$ cat src/rtl/dpc_pkg.sv
// package of shared types and constants for the damage pair coupling block
package dpc_pkg;

    localparam int POS_W   = 32;
    localparam int DMG_W   = 16;
    localparam int CPL_W   = 17;
    localparam int DIM_DEF = 3;
    localparam int QDEPTH  = 2;

    localparam logic [CPL_W-1:0] CPL_ONE = 17'd65536;
    localparam logic [CPL_W-1:0] CPL_MAX = 17'd131071;

    typedef struct packed {
        logic signed [POS_W-1:0] pix;
        logic signed [POS_W-1:0] piy;
        logic signed [POS_W-1:0] piz;
        logic signed [POS_W-1:0] pjx;
        logic signed [POS_W-1:0] pjy;
        logic signed [POS_W-1:0] pjz;
        logic signed [DMG_W-1:0] ti0;
        logic signed [DMG_W-1:0] ti1;
        logic signed [DMG_W-1:0] ti2;
        logic signed [DMG_W-1:0] ti3;
        logic signed [DMG_W-1:0] ti4;
        logic signed [DMG_W-1:0] ti5;
        logic signed [DMG_W-1:0] tj0;
        logic signed [DMG_W-1:0] tj1;
        logic signed [DMG_W-1:0] tj2;
        logic signed [DMG_W-1:0] tj3;
        logic signed [DMG_W-1:0] tj4;
        logic signed [DMG_W-1:0] tj5;
    } pair_t;

    // floor square root step count for a 64 bit radicand
    localparam int SQRT_STEPS = 32;

endpackage

$ cat src/rtl/dpc_front.sv
// front end: holds the first node and forms pair jobs
module dpc_front
(
    input  logic                         clk,
    input  logic                         rst_n,
    input  logic                         in_valid,
    input  logic                         in_stall_q,
    input  logic signed [dpc_pkg::POS_W-1:0] pos_x,
    input  logic signed [dpc_pkg::POS_W-1:0] pos_y,
    input  logic signed [dpc_pkg::POS_W-1:0] pos_z,
    input  logic signed [dpc_pkg::DMG_W-1:0] dmg_xx,
    input  logic signed [dpc_pkg::DMG_W-1:0] dmg_yy,
    input  logic signed [dpc_pkg::DMG_W-1:0] dmg_zz,
    input  logic signed [dpc_pkg::DMG_W-1:0] dmg_xy,
    input  logic signed [dpc_pkg::DMG_W-1:0] dmg_xz,
    input  logic signed [dpc_pkg::DMG_W-1:0] dmg_yz,
    input  logic                         second_node,
    output logic                         push,
    output dpc_pkg::pair_t               push_data
);
    import dpc_pkg::*;

    logic                    have_reg;
    logic signed [POS_W-1:0] hp_reg [3];
    logic signed [DMG_W-1:0] ht_reg [6];
    logic                    acc;

    assign acc  = in_valid && !in_stall_q;
    assign push = acc && second_node && have_reg;

    always_comb
    begin
        push_data     = '0;
        push_data.pix = hp_reg[0];
        push_data.piy = hp_reg[1];
        push_data.piz = hp_reg[2];
        push_data.pjx = pos_x;
        push_data.pjy = pos_y;
        push_data.pjz = pos_z;
        push_data.ti0 = ht_reg[0];
        push_data.ti1 = ht_reg[1];
        push_data.ti2 = ht_reg[2];
        push_data.ti3 = ht_reg[3];
        push_data.ti4 = ht_reg[4];
        push_data.ti5 = ht_reg[5];
        push_data.tj0 = dmg_xx;
        push_data.tj1 = dmg_yy;
        push_data.tj2 = dmg_zz;
        push_data.tj3 = dmg_xy;
        push_data.tj4 = dmg_xz;
        push_data.tj5 = dmg_yz;
    end

    always_ff @(posedge clk or negedge rst_n)
    begin
        if (!rst_n)
        begin
            have_reg <= 1'b0;
            for (int k = 0; k < 3; k++) hp_reg[k] <= '0;
            for (int k = 0; k < 6; k++) ht_reg[k] <= '0;
        end
        else if (acc)
        begin
            if (!second_node)
            begin
                have_reg  <= 1'b1;
                hp_reg[0] <= pos_x;
                hp_reg[1] <= pos_y;
                hp_reg[2] <= pos_z;
                ht_reg[0] <= dmg_xx;
                ht_reg[1] <= dmg_yy;
                ht_reg[2] <= dmg_zz;
                ht_reg[3] <= dmg_xy;
                ht_reg[4] <= dmg_xz;
                ht_reg[5] <= dmg_yz;
            end
            else
            begin
                have_reg <= 1'b0;
            end
        end
    end

endmodule

$ cat config.mk
export PLATFORM = sky130hd
export DESIGN_NAME = dpc_front
export DESIGN_NICKNAME = d
export VERILOG_FILES = /design/src/rtl/dpc_pkg.sv /design/src/rtl/dpc_front.sv
export SDC_FILE = /design/constraint.sdc
export NUM_CORES = 1
export LEC_CHECK = 0
export ABC_AREA = 0
export BUFFER_PORTS_ARGS = -buffer_cell sky130_fd_sc_hd__buf_2
export CORE_AREA = 2 2 226 228
export CTS_CLUSTER_DIAMETER = 30
export DETAILED_ROUTE_END_ITERATION = 6
export DIE_AREA = 0 0 228 230
export GPL_TIMING_DRIVEN = 0
export PLACE_DENSITY = 0.52
export SKIP_LAST_GASP = 1
export SLEW_MARGIN = 10
export SYNTH_ARGS = -nofsm -noshare
export SYNTH_HDL_FRONTEND = slang
export SYNTH_SLANG_ARGS = --single-unit
$ cat constraint.sdc
create_clock -name clk -period 2.08 [get_ports clk]
set_input_delay 0.104 -clock clk [delete_from_list [all_inputs] [get_ports clk]]
set_output_delay 0.104 -clock clk [all_outputs]
set_load 0.03 [all_outputs]
Word level (Yosys, flattened, before mapping)

Cells that the tools add are included.

Register bits: 193
Word-level logic and storage cells: 17
Input port bits: 197

Reductions and logical operators: 5
Bitwise gates (word level): 1
Mux-type cells: 1

Operators with widths:

| cell                | number |
|---|---|
| logical AND 1 bit   | 3 |
| AND reduction 2 bit | 1 |
| logical NOT 1 bit   | 1 |
| two-way mux 1 bit   | 1 |
| NOT 1 bit           | 1 |

Logic depth before layout (Yosys ltp)

Depth after elaboration: 4
Gate-level depth with buffers: 4

Worst setup path after synthesis

No wires, ideal clock.

Kind: input-to-reg
Start: input port in_stall_q
End: register hp_reg (netlist bit push_data[306])
Slack: 0.913 ns
Arrival time: 1.042 ns
Stages: 4
Cells stage by stage: nor3b_2 > buf_2 > buf_4 > mux2_2

Longest elaborated chain between the ends: 3

RTL lines:

| item                                 | RTL line        | text |
|---|---|---|
| start, declared                      | dpc_front.sv:7  | `input logic in_stall_q,` |
| logical NOT 1 bit                    | dpc_front.sv:28 | `assign acc = in_valid && !in_stall_q;` |
| logical AND 1 bit                    | dpc_front.sv:28 |  |
| AND reduction 2 bit (no source line) | --              |  |
| end, declared                        | dpc_front.sv:24 | `logic signed [POS_W-1:0] hp_reg [3];` |

No other way between the ends.
A chain may end at the register's enable or synchronous reset.

Final worst setup path

Start: input port in_valid
End: register hp_reg (netlist bit push_data[298])

Longest elaborated chain between the ends: 2

RTL lines:

| item                                 | RTL line        | text |
|---|---|---|
| start, declared                      | dpc_front.sv:6  | `input logic in_valid,` |
| logical AND 1 bit                    | dpc_front.sv:28 |  |
| AND reduction 2 bit (no source line) | --              |  |

No other way between the ends.

==> results.tsv <==
metric	value	unit
status	completed	
core.rowCount	82	
power_density	854	nW/um2
syn_to_final_growth	73.4	%
post_cts_buffers	0	
totalWireLength	29000	um
cts_tree	yes	
ir_worst_vdd	487	uV
gp_congestion	0.889	
drive_above_1_share	72.2	%
portBuffers	581	
drc	0	
switching_share	37.7	%
syn_area	8610	um2
dieWidth	228	um
grtUsageTotal	10.9	%
hp-class	input pin to asynchronous set/reset pin	
dp.cells	1857	
firstDrtPassIters	4	
min_period	1.77	ns
rsz0062_at_grt	no	
holdWs	0.149	ns
die_h	230	um
synth_cells	603	
p_comb_share	36.4	%
hold_viol	0	
cp_top_family	buffers and inverters	
drv_slew	0	
cts_root_buffer	clkbuf_16	
htree_levels	4	
cts.sinks	193	
syn_area_per_cell	14.3	um2
worstSetupPathType	input pin to flop	
maxCapViolations	0	
cp.arrival	2.14	ns
seqPwrFrac	37.5	%
netSwitchingPower	0.00481	W
clock_path_buffers	2	
path_clk_slew	0.08	ns
core	49900	um2
syn_nets	800	
synthTopCellsByArea	dfrtp_1, mux2_2, buf_4	
cp_slowest_stage_delay	0.52	ns
p_leak	7.47	nW
fmax	564	MHz
numCtsBuffers	17	
place_hpwl	20700	um
vias_per_cell	3.54	
yosysTopAreaCellShare	56.1	%
cpMostUsedCell	buf_2	
yosysSeqAreaShare	56.1	%
grt_pass1_wl	43700	um
overflow	0	
fillerInstances	5060	
p_int	0.00796	W
grt_max_degree	101	
crit_chain	dlygate4sd3_1 -> buf_2 -> nor3b_2 -> buf_2 -> buf_4 -> mux2_2	
finalSetupViolCount	0	
startpoint_type	input pin	
ios	582	
ant_nets	0	
path_max_fanout	10	
largest_reg_flops	192	
post_drt_wl_per_cell	13.9	um
fin_crit_sh	85.3	%
num_antenna_cells	0	
worstSkewPairLatency	0.47	ns
cp_slowest_cell	dlygate4sd3_1	
final_common_cell	buf_2	
worst_setup_path_end_kind	flop	
layout.nets	1596	
antenna_found_initial	0	
required	2.44	ns
final_cells	2084	
ys_types	9	
drt_iter0_markers	129	
final_cell_mix	buf_2, buf_4, dlygate4sd3_1, dfrtp_1, mux2_2	
ys_ff_latch	193	
relSlewSlack	48.8	%
grt_pass1_vias	7898	
pwr-share-clk	26.1	%
yosysTopAreaCell	dfrtp_1	
cts_resized	0	
tightestPinTransition	0.769	ns
skew	0	ns
initial_core_util	17.3	%
dieArea	52400	um2
vias	7372	
yosys_warnings	0	
cp_num_buf_inv	4	
==> synthesized netlist by cell type <==
master    number
buf_2          4
mux2_2       192
dfrtp_1      193
a21o_1         1
nor3b_2        1
buf_4        209
nand2b_1       1
nand2_1        1
nor2_1         1
==> power groups by stage <==
stage,clock network [W],logic (W),registers [W]
2_1_floorplan,0,0.00140,0.00631
3_3_place_gp,0,0.00435,0.00484
3_5_place_dp,0,0.00438,0.00485
4_1_cts,0.00351,0.00466,0.00479
5_1_grt,0.00364,0.00485,0.00489
6_report,0.00333,0.00464,0.00479
==> worst paths after layout <==
kind                                 from              to  slack [ns]  depth (start not counted)
hold / removal                      rst_n  push_data[317]        0.15                          2
hold reg to reg                  have_reg        have_reg        0.49                          1
setup reg to reg           push_data[311]  push_data[311]        1.29                          1
max in group asynchronous           rst_n  push_data[180]        0.93                          3
min in group clk              second_node   push_data[99]        0.26                          4
setup / recovery                 in_valid  push_data[298]        0.31                          6
==> area by class of cell <==
type	count	area, um2	share of cell area, %
multi-input combinational	197	2200	14.7
tap	672	841	5.63
clock inverter	14	144	0.963
clock buffer	18	439	2.94
buffer	213	1590	10.6
timing repair buffer	777	4900	32.8
sequential	193	4830	32.3
==> per-stage QoR <==
| stage | area [um2] | utilization, % | total power (W) | worst slack (ns) | setup TNS (ns) |
|---|---|---|---|---|---|
| floorplan | 8610 | - | 0.00771 | 0.913 | 0 |
| global placement | 12400 | 24.8 | 0.00919 | -2.47 | -468.49 |
| detailed placement | 12400 | 24.9 | 0.00923 | 0.179 | 0 |
| CTS | 14900 | 30.0 | 0.0130 | 0.231 | 0 |
| global route | 14900 | 30.0 | 0.0134 | 0.144 | 0 |
| finish | 14900 | 30.0 | 0.0128 | 0.306 | 0 |
==> routing by layer <==
layer / up-vias / GRT usage, % / wire [um]
li1: 3439 / - / -
met1: 3497 / 10.8 / 10600
met2: 377 / 19.8 / 15200
met3: 59 / 4.10 / 2100
met4: 0 / 5.76 / 1090
met5: - / 0 / 0
==> timing repair <==
action	in CTS	in global routing
setup endpoints to repair	0	0
hold buffers	195	0
hold endpoints to repair	286	0
==> cell families after synthesis <==
kind of cell / Yosys count / synth area share, %
flops: 193 / 56.1
buf+inv: 213 / 18.4
simple gates: 4 / 0.305
mux: 192 / 25.1
compound gates: 1 / 0.0872
Note: power is estimated with default switching activity, not from simulation.
