===== src/rtl/dpc_pkg.sv =====
// package of shared types and constants for the damage pair coupling block
package dpc_pkg;

    localparam int POS_W   = 32;
    localparam int DMG_W   = 16;
    localparam int CPL_W   = 17;
    localparam int DIM_DEF = 3;
    localparam int QDEPTH  = 2;

    localparam logic [CPL_W-1:0] CPL_ONE = 17'd65536;
    localparam logic [CPL_W-1:0] CPL_MAX = 17'd131071;

    typedef struct packed {
        logic signed [POS_W-1:0] pix;
        logic signed [POS_W-1:0] piy;
        logic signed [POS_W-1:0] piz;
        logic signed [POS_W-1:0] pjx;
        logic signed [POS_W-1:0] pjy;
        logic signed [POS_W-1:0] pjz;
        logic signed [DMG_W-1:0] ti0;
        logic signed [DMG_W-1:0] ti1;
        logic signed [DMG_W-1:0] ti2;
        logic signed [DMG_W-1:0] ti3;
        logic signed [DMG_W-1:0] ti4;
        logic signed [DMG_W-1:0] ti5;
        logic signed [DMG_W-1:0] tj0;
        logic signed [DMG_W-1:0] tj1;
        logic signed [DMG_W-1:0] tj2;
        logic signed [DMG_W-1:0] tj3;
        logic signed [DMG_W-1:0] tj4;
        logic signed [DMG_W-1:0] tj5;
    } pair_t;

    // floor square root step count for a 64 bit radicand
    localparam int SQRT_STEPS = 32;

endpackage


===== src/rtl/dpc_queue.sv =====
// short job queue between front and back
module dpc_queue
(
    input  logic           clk,
    input  logic           rst_n,
    input  logic           push,
    input  dpc_pkg::pair_t push_data,
    input  logic           pop,
    output logic           full,
    output logic           not_empty,
    output dpc_pkg::pair_t head
);
    import dpc_pkg::*;

    localparam int AW = $clog2(QDEPTH);

    pair_t         mem_reg [QDEPTH];
    logic [AW-1:0] wp_reg, rp_reg;
    logic [AW:0]   cnt_reg;

    assign full      = (cnt_reg == (AW+1)'(QDEPTH));
    assign not_empty = (cnt_reg != '0);
    assign head      = mem_reg[rp_reg];

    always_ff @(posedge clk)
    begin
        if (push) mem_reg[wp_reg] <= push_data;
    end

    always_ff @(posedge clk or negedge rst_n)
    begin
        if (!rst_n)
        begin
            wp_reg  <= '0;
            rp_reg  <= '0;
            cnt_reg <= '0;
        end
        else
        begin
            if (push) wp_reg <= (wp_reg == AW'(QDEPTH-1)) ? '0 : wp_reg + 1'b1;
            if (pop)  rp_reg <= (rp_reg == AW'(QDEPTH-1)) ? '0 : rp_reg + 1'b1;
            cnt_reg <= cnt_reg + (AW+1)'(push) - (AW+1)'(pop);
        end
    end

endmodule


===== config.mk =====
export PLATFORM = sky130hd
export DESIGN_NAME = dpc_queue
export DESIGN_NICKNAME = d
export VERILOG_FILES = /design/src/rtl/dpc_pkg.sv /design/src/rtl/dpc_queue.sv
export SDC_FILE = /design/constraint.sdc
export NUM_CORES = 1
export LEC_CHECK = 0
export BUFFER_PORTS_ARGS = -buffer_cell sky130_fd_sc_hd__clkbuf_2
export CAP_MARGIN = 20
export CORE_AREA = 2 2 305 307
export DETAILED_ROUTE_END_ITERATION = 10
export DIE_AREA = 0 0 307 309
export GPL_TIMING_DRIVEN = 0
export PLACE_DENSITY_LB_ADDON = 0.2
export SLEW_MARGIN = 20
export SYNTH_ARGS = -nofsm -noshare
export SYNTH_HDL_FRONTEND = slang
export SYNTH_SLANG_ARGS = --single-unit

===== constraint.sdc =====
create_clock -name clk -period 44 [get_ports clk]
set_input_delay 8.8 -clock clk [delete_from_list [all_inputs] [get_ports clk]]
set_output_delay 8.8 -clock clk [all_outputs]
set_load 0.05 [all_outputs]

Word-level counts from Yosys, hierarchy flattened

Memory sizes are Yosys's and may differ from the RTL's.
Index checks and enable logic that the tools add are counted.

Add/subtract/negate cells: 4
Eq/ne operators: 1
Mux-type cells: 4
Reductions and logical operators: 1

Operator list:

| cell                | number |
|---|---|
| $mux 1              | 4 |
| $add 1x1->1 const B | 2 |
| $add 2x1->2         | 1 |
| $eq 2x2->1 const B  | 1 |
| $reduce_bool 2->1   | 1 |
| $sub 2x1->2         | 1 |

Flip-flop bits (word level): 4
Memory bits (writable): 768
Logic and storage cells: 14
Memories kept: 1

Memory list:

| name    | depth | width | rd ports | clocked after Yosys merged registers in | wr ports | line            | text |
|---|---|---|---|---|---|---|---|
| mem_reg | 2     | 384   | 1        | 0                                       | 1        | dpc_queue.sv:17 | `pair_t mem_reg [QDEPTH];` |

Longest topological paths before layout

Gate-level depths: netlist of the first run.

Depth after elaboration: 2
Depth in mapped cells: 5

Worst setup path before layout of the first run

No wires, ideal clock.

Path type: input -> register
From: input push
To: memory mem_reg[0][0] (netlist bit), enable pin
Arrival time: 25.283 ns
Data required time: 42.816 ns
Setup slack: 17.533 ns
Stages: 1
Cells stage by stage: nor2b_1

Longest elaborated chain between the ends: 2

RTL lines:

| what                         | line            | text |
|---|---|---|
| start: declaration           | dpc_queue.sv:6  | `input logic push,` |
| $mux 1                       | dpc_queue.sv:27 | `if (push) mem_reg[wp_reg] <= push_data;` |
| $mux 1 (not written as such) | dpc_queue.sv:27 |  |
| end: declaration             | dpc_queue.sv:17 |  |

Every way passes these cells.

==> key figures, run 1 <==
Worst setup path
  • Flop2flop setup slack: roughly 41 ns
  • Critical path endpoint category: primary output
  • Critical path arrival: 2.32 ns
  • Beginning of the worst register-to-register path: wp_reg
  • Required time reported for the critical path endpoint: 35.20 ns
  • Worst-path maximum fanout: 10
  • Logic depth of the worst register-to-register path: 7
  • Critical register-to-register path endpoint: mem_reg[0][112]
  • Startpoint type of the worst setup path: flip-flop
  • Capture point of the critical path: head[296]
  • Class of the most critical setup path: flip-flop to primary output
  • Crit path launch: rp_reg

Clock tree
  • Post-CTS Setup Repair Bufs: 0
  • Clock network latency to the later pin of the worst-skew pair: 0.62 ns
  • Clock sinks: around 770
  • Clock root buffer: sky130_fd_sc_hd__clkbuf_16
  • CTS tree: built
  • Clock slew seen by the registers of the worst setup and hold paths: 0.05 ns
  • Number of instances resized during post-cts repair: 0
  • Max Root-Sink Buffers: 3
  • Maximum level of the CTS H-tree: 3
  • Inserted Clock Buffers: 86
  • CTS Hold Buffers Added: 0

Die
  • IO Pins: 774
  • Starting utilization of the core area: 0.308
  • Die Wd: 307 um
  • Placeable core area: around 0.091 mm2
  • Die Y: 309 um
  • Area of the die: 0.0949 mm2
  • Row count: 111

Placement
  • Input/output buffers: 773
  • Instance area at placement: ~0.034 mm2
  • Dpl cells: 3,196
  • Global placement routability congestion: approximately 0.76
  • Post-DP HPWL: between 50 and 60 mm

Job
  • MaxCap Viol Count: 0

Power and ir drop
  • P_leak: about 14 nW
  • Worst ir drop on vdd: 0.0000390 V
  • Power density cells: between 70 and 80 mW/mm2
  • Power consumption: 2.88 mW

Detailed routing
  • Routed vias: approximately 15,000
  • Count of routing violations after the opening detailed-route iteration: 899
  • Number of nets still failing antenna checks after routing: 0
  • Post-Route WL: 71.7 mm
  • Average wire per cell in the routed design: 21.4 um
  • Number of detailed-route iterations in the first pass: 4
  • Post-detailed-route DRC marker count: 0
  • Vias per cell: around 4.3

Final layout
  • Largest register FFs: 768
  • Finished Cell Area: 0.0368 mm2
  • Synthesis-to-layout area growth: 30.7%
  • Number of nets in the layout: 2,488
  • Post-layout utilization of the core: 0.403
  • Cell Count, Final, Fillers Out: around 3,400
  • Share of post-route cells with drive strength above 1: 0.619

STA
  • Final critical-path share of the clock period: 0.253
  • Total Neg Setup Slack: 0 ns
  • Hold violation total from the final report: 0
  • Unrepaired setup endpoints after global routing: no
  • Worst clock skew on the final layout: 0.0117 ns
  • Maximum achievable frequency: 89.9 MHz
  • Min Tclk post-route: 11.12 ns
  • Tightest slew margin relative to the limit: 0.533
  • Worst slew pin tran: 0.699 ns
  • Fin. max-slew vios: 0
  • Final setup fails: 0

Synthesis
  • Yosys synthesis warning count: 0
  • Gate count of the mapped netlist: between 1,000 and 1,500
  • Cell area after synthesis: about 0.028 mm2
  • Synthesized area divided by synthesized cell count: 23.3 um2
  • Area fraction of the dominant cell type after synthesis: 0.819
  • FF+latch count, synth: 772
  • Ranking of synthesized cells by area: sky130_fd_sc_hd__edfxtp_1 (82%), sky130_fd_sc_hd__mux2_2 (14%), sky130_fd_sc_hd__buf_6 (1.6%)
  • Post-Synthesis Net Count: about 1,600
  • Sequential share of the synthesized area: 0.822
  • Cell taking the most area after synthesis: sky130_fd_sc_hd__edfxtp_1
  • Distinct cells, synth: 14

Global routing
  • Via count of the first global-routing pass: 15,900
  • Global-route usage over all layers: 0.145
  • Global-route wire length before repair: 101 mm
  • Remaining Overflow, GRT: 0
  • Maximum number of pins on one net before global-route repair: 51
  • Antenna violations before repair: 18

Hold path
  • Hold/Removal Path Class: flip-flop to flip-flop

Outcome
  • Result of the run: complete, no violations
==> final cells by class <==
cell class	count	area, um2
Fill cell	8402	54600
Tap cell	1186	1480
Clock inverter	38	282
Clock buffer	111	2310
Antenna cell	14	35.0
Timing Repair Buffer	800	4530
Inverter	2	7.51
Multi-Input combinational cell	393	4540
Buffer	43	465
Sequential cell	772	23200
==> power breakdown <==
part / internal (mW) / switching [mW]
Sequential: 0.973 / 0.0267
Combinational: 0.344 / 0.870
Clock: 0.391 / 0.275
Total: 1.71 / 1.17
==> worst min-delay path by stage <==
stage,startpoint,endpoint,slack (ns),depth (start not counted)
3_5_place_dp,wp_reg,wp_reg,0.54,1
3_3_place_gp,wp_reg,wp_reg,0.47,1
4_1_cts,wp_reg,wp_reg,0.55,1
6_report,wp_reg,wp_reg,0.55,1
5_1_grt,wp_reg,wp_reg,0.58,1
2_1_floorplan,wp_reg,wp_reg,0.45,1
==> per-layer routing <==
| metal | global-route usage | vias to the layer above | share of wire |
|---|---|---|---|
| met5 | 0 | - | 0.00064 |
| met4 | 0.0556 | 6 | 0.027 |
| met3 | 0.0554 | 114 | 0.077 |
| met2 | 0.269 | 470 | 0.55 |
| met1 | 0.147 | 7312 | 0.35 |
| li1 | - | 6665 | - |
==> cells by family (layout without fill, tap and decap cells) <==
logic type                 after synthesis  count (layout)  share of synthesized area
other                                    0              14                          0
xor gates and xnor gates                 3               3                    0.00147
and+or+nand+nor                          4               4                   0.000889
adders and majority gates                2               2                   0.000888
buffers and inverters                   45             994                     0.0168
DFF                                    772             772                      0.822
muxes                                  384             384                      0.158
==> Yosys cell counts (all sizes together) <==
cell,number
and2,1
buf,43
dfrtp,4
edfxtp,768
ha,2
inv,2
mux2,384
nor2b,2
or2,1
xor2,2
xor3,1
==> through the flow <==
step	setup WS, ns	hold slack, ns
global route	32.74	0.584
floorplan	17.53	0.453
finish	32.88	0.547
global placement	6.88	0.467
detailed placement	32.72	0.538
CTS	32.74	0.552
==> worst max-delay path, cell delays in order, from the launching register on <==
cell,delay [ns]
sky130_fd_sc_hd__dfrtp_1,0.35
sky130_fd_sc_hd__buf_6,0.19
sky130_fd_sc_hd__buf_6,0.23
sky130_fd_sc_hd__buf_6,0.25
sky130_fd_sc_hd__mux2_2,0.37
sky130_fd_sc_hd__clkbuf_2,0.27
==> cell usage in the layout (no fill, tap or decap) <==
master | Yosys | final
sky130_fd_sc_hd__clkinv_4 | 0 | 1
sky130_fd_sc_hd__inv_8 | 0 | 1
sky130_fd_sc_hd__bufinv_16 | 0 | 4
sky130_fd_sc_hd__nor2b_4 | 0 | 1
sky130_fd_sc_hd__buf_6 | 40 | 40
sky130_fd_sc_hd__dfrtp_1 | 4 | 4
sky130_fd_sc_hd__xor2_1 | 2 | 2
sky130_fd_sc_hd__buf_12 | 0 | 11
sky130_fd_sc_hd__ha_1 | 2 | 2
sky130_fd_sc_hd__buf_2 | 3 | 3
sky130_fd_sc_hd__clkbuf_16 | 0 | 89
sky130_fd_sc_hd__buf_16 | 0 | 16
sky130_fd_sc_hd__nor2b_1 | 2 | 1
sky130_fd_sc_hd__mux2_1 | 2 | 2
sky130_fd_sc_hd__clkbuf_1 | 0 | 22
sky130_fd_sc_hd__xor3_1 | 1 | 1
sky130_fd_sc_hd__clkbuf_2 | 0 | 773
sky130_fd_sc_hd__mux2_4 | 30 | 30
sky130_fd_sc_hd__diode_2 | 0 | 14
sky130_fd_sc_hd__inv_1 | 2 | 2
sky130_fd_sc_hd__clkinv_2 | 0 | 11
sky130_fd_sc_hd__clkinv_1 | 0 | 19
sky130_fd_sc_hd__mux2_2 | 352 | 352
sky130_fd_sc_hd__clkinvlp_4 | 0 | 2
sky130_fd_sc_hd__and2_4 | 0 | 1
sky130_fd_sc_hd__edfxtp_1 | 768 | 768
sky130_fd_sc_hd__or2_2 | 1 | 1
Note: power is estimated with default switching activity, not from simulation.
==> inputs of run 2 (changes only) <==
--- a/config.mk
+++ b/config.mk
@@ -7,9 +7,9 @@
 export LEC_CHECK = 0
 export BUFFER_PORTS_ARGS = -buffer_cell sky130_fd_sc_hd__clkbuf_2
 export CAP_MARGIN = 20
-export CORE_AREA = 2 2 305 307
+export CORE_AREA = 2 2 298 300
 export DETAILED_ROUTE_END_ITERATION = 10
-export DIE_AREA = 0 0 307 309
+export DIE_AREA = 0 0 300 302
 export GPL_TIMING_DRIVEN = 0
 export PLACE_DENSITY_LB_ADDON = 0.2
 export SLEW_MARGIN = 20
==> constraint.sdc (replaced) <==
create_clock -name clk -period 11.3 [get_ports clk]
set_input_delay 2.26 -clock clk [delete_from_list [all_inputs] [get_ports clk]]
set_output_delay 2.26 -clock clk [all_outputs]
set_load 0.05 [all_outputs]
==> run 2 against run 1 <==
Die area decreased by 4.5%. Utilization increased by 1.6 points. Flip-flop and latch count unchanged. First-iteration DRC count decreased by 26%. Worst setup slack got worse by 26 ns. Count of clock-buffer cells in the layout decreased by 5. Hold slack improved by 0.0037 ns. Combinational power increased to 3.9 times the previous value. Critical path type unchanged. Largest cell class unchanged. Largest power group unchanged. Highest routed layer unchanged.
==> key figures, run 2 (synthesis results as in run 1) <==
Outcome
  • Result of the run: complete, no violations

Final layout
  • Share of post-route cells with drive strength above 1: 0.621
  • Most frequent standard cell in the layout excluding fill and tap cells: sky130_fd_sc_hd__clkbuf_2
  • Largest register FFs: roughly 770
  • Synthesis-to-layout area growth: 30.3%
  • Finished Cell Area: 0.0367 mm2
  • Number of nets in the layout: between 2,000 and 2,500
  • Most used cells in the layout excluding fill and tap cells: sky130_fd_sc_hd__clkbuf_2 (773), sky130_fd_sc_hd__edfxtp_1 (768), sky130_fd_sc_hd__mux2_2 (352)
  • Post-layout utilization of the core: 0.419
  • Count of fill cells added during filler insertion: 7,999

Die
  • Die Y: 302 um
  • IO Pins: 774
  • Area of the die: 0.0906 mm2
  • Starting utilization of the core area: 0.322
  • Placeable core area: 0.0876 mm2
  • Die Wd: 300 um
  • Row count: approximately 110

Clock tree
  • CTS tree: built
  • Max Root-Sink Buffers: 3
  • Post-CTS Setup Repair Bufs: 0
  • Inserted Clock Buffers: 83
  • Maximum level of the CTS H-tree: 3
  • Clock sinks: around 770
  • Clock slew seen by the registers of the worst setup and hold paths: 0.06 ns
  • Clock root buffer: sky130_fd_sc_hd__clkbuf_16
  • Clock network latency to the later pin of the worst-skew pair: 0.63 ns
  • Number of instances resized during post-cts repair: 0
  • CTS Hold Buffers Added: 0

Placement
  • Post-DP HPWL: 52.7 mm
  • Global placement routability congestion: 0.791
  • Instance area at placement: 0.0341 mm2
  • Input/output buffers: 773

Worst setup path
  • Crit path launch: rp_reg
  • Critical path endpoint category: primary output
  • Beginning of the worst register-to-register path: wp_reg
  • Chain of cells forming the critical path: buf_6, buf_6, buf_6, mux2_2, clkbuf_2
  • Class of the most critical setup path: flip-flop to primary output
  • Crit-path most repeated cell: sky130_fd_sc_hd__buf_6
  • Flop2flop setup slack: 8.62 ns
  • Startpoint type of the worst setup path: flip-flop
  • Slowest stage delay, CP: 0.34 ns
  • Number of buffer and inverter stages on the critical path: 4
  • Worst-path maximum fanout: 10
  • Cell class contributing the biggest share of worst-path delay: buffers and inverters
  • Logic depth of the worst register-to-register path: 7
  • Number of cells on the critical path: 5
  • Critical path arrival: ~2.4 ns
  • Required time reported for the critical path endpoint: 9.04 ns
  • Critical register-to-register path endpoint: mem_reg[0][360]
  • Slowest CP cell: sky130_fd_sc_hd__dfrtp_1

Hold path
  • Source of the worst hold timing path: wp_reg
  • Hold/Removal Path Class: flip-flop to flip-flop
  • Sink of the worst hold path: wp_reg
  • Hold-critical path depth: 1

Detailed routing
  • Post-detailed-route DRC marker count: 0
  • Count of routing violations after the opening detailed-route iteration: 669
  • Vias per cell: 4.41
  • Routed vias: 14,700
  • Post-Route WL: 70.5 mm
  • Average wire per cell in the routed design: 21.2 um
  • Number of nets still failing antenna checks after routing: 0
  • Number of detailed-route iterations in the first pass: 6

STA
  • Final setup fails: 0
  • Worst slew pin tran: between 0.7 and 0.8 ns
  • Hold violation total from the final report: 0
  • Unrepaired setup endpoints after global routing: no
  • Final hold slack: 0.551 ns
  • Worst clock skew on the final layout: 0.0254 ns
  • Min Tclk post-route: between 4 and 5 ns
  • Fin. max-slew vios: 0
  • Final critical-path share of the clock period: 0.408
  • Tightest slew margin relative to the limit: 0.492
  • Maximum achievable frequency: 217 MHz

Global routing
  • Via count of the first global-routing pass: 15,600
  • Global-route track usage on met3: 0.0526
  • Antenna violations before repair: 11
  • Peak-usage layer in the global routing report: met2
  • Global-route wire length before repair: roughly 100 mm
  • Global-route met1 utilization: 0.157
  • Remaining Overflow, GRT: 0
  • Global routing met2 resource utilization: 0.272
  • Maximum number of pins on one net before global-route repair: 51
  • Global-route usage over all layers: 0.149

Power and ir drop
  • Worst ir drop on vdd: 0.000188 V
  • Power density cells: 304 mW/mm2
  • Power consumption: 11.1 mW
  • P_leak: approximately 14 nW

Job
  • MaxCap Viol Count: 0
## run 2: cell count changes in the layout (fill, tap and decap cells not counted), moves of 2 or more
| cell | before | now |
|---|---|---|
| sky130_fd_sc_hd__diode_2 | 14 | 8 |
| sky130_fd_sc_hd__clkbuf_16 | 89 | 84 |
| sky130_fd_sc_hd__clkinv_1 | 19 | 15 |
| sky130_fd_sc_hd__clkinv_8 | 0 | 3 |
| sky130_fd_sc_hd__inv_6 | 0 | 3 |
| sky130_fd_sc_hd__clkbuf_1 | 22 | 20 |
| sky130_fd_sc_hd__clkbuf_8 | 0 | 2 |
## run 2: worst reg2reg max path: stages, from the launching register on
cell	delay, ns
sky130_fd_sc_hd__dfrtp_1	0.42
sky130_fd_sc_hd__nor2b_4	0.63
sky130_fd_sc_hd__buf_16	0.25
sky130_fd_sc_hd__buf_12	0.20
sky130_fd_sc_hd__buf_12	0.22
sky130_fd_sc_hd__buf_16	0.22
sky130_fd_sc_hd__buf_16	0.18
sky130_fd_sc_hd__buf_12	0.21
## run 2: through the flow
step	setup TNS, ns	worst slack, ns	instances
floorplan	0	2.87	1210
global placement	-257.39	-0.727	3148
detailed placement	0	6.58	3174
CTS	0	6.54	3319
global route	0	6.55	3327
finish	0	6.69	3327
## run 2: worst max path at each step
stage	endpoint	slack (ns)
detailed placement	mem_reg[0][360]	6.58
global placement	mem_reg[0][100]	-0.73
finish	head[244]	6.69
floorplan	mem_reg[0][0]	2.87
global route	head[244]	6.55
CTS	head[244]	6.54
## run 2: power breakdown
group | internal, mW | leakage, nW | switching, mW
clock network | 1.47 | 1.23 | 1.07
registers | 3.79 | 7.25 | 0.103
logic | 1.33 | 5.45 | 3.38
total | 6.59 | 13.9 | 4.56
## run 2: cell type report
type,count,area (um2),share of cell area
antenna,8,20.0,0.000546
clock buffer,106,2200,0.0601
buffer,43,465,0.0127
timing repair buffer,799,4510,0.123
clock inverter,39,329,0.00897
multi-input combinational,393,4540,0.124
sequential,772,23200,0.631
inverter,2,7.51,0.000205
tap,1165,1460,0.0397
## run 2: per-layer routing
| metal | up-vias | routed length, um |
|---|---|---|
| met5 | - | 41 |
| met4 | 6 | 1840 |
| met3 | 101 | 5740 |
| met2 | 486 | 37900 |
| met1 | 7428 | 25000 |
| li1 | 6659 | - |
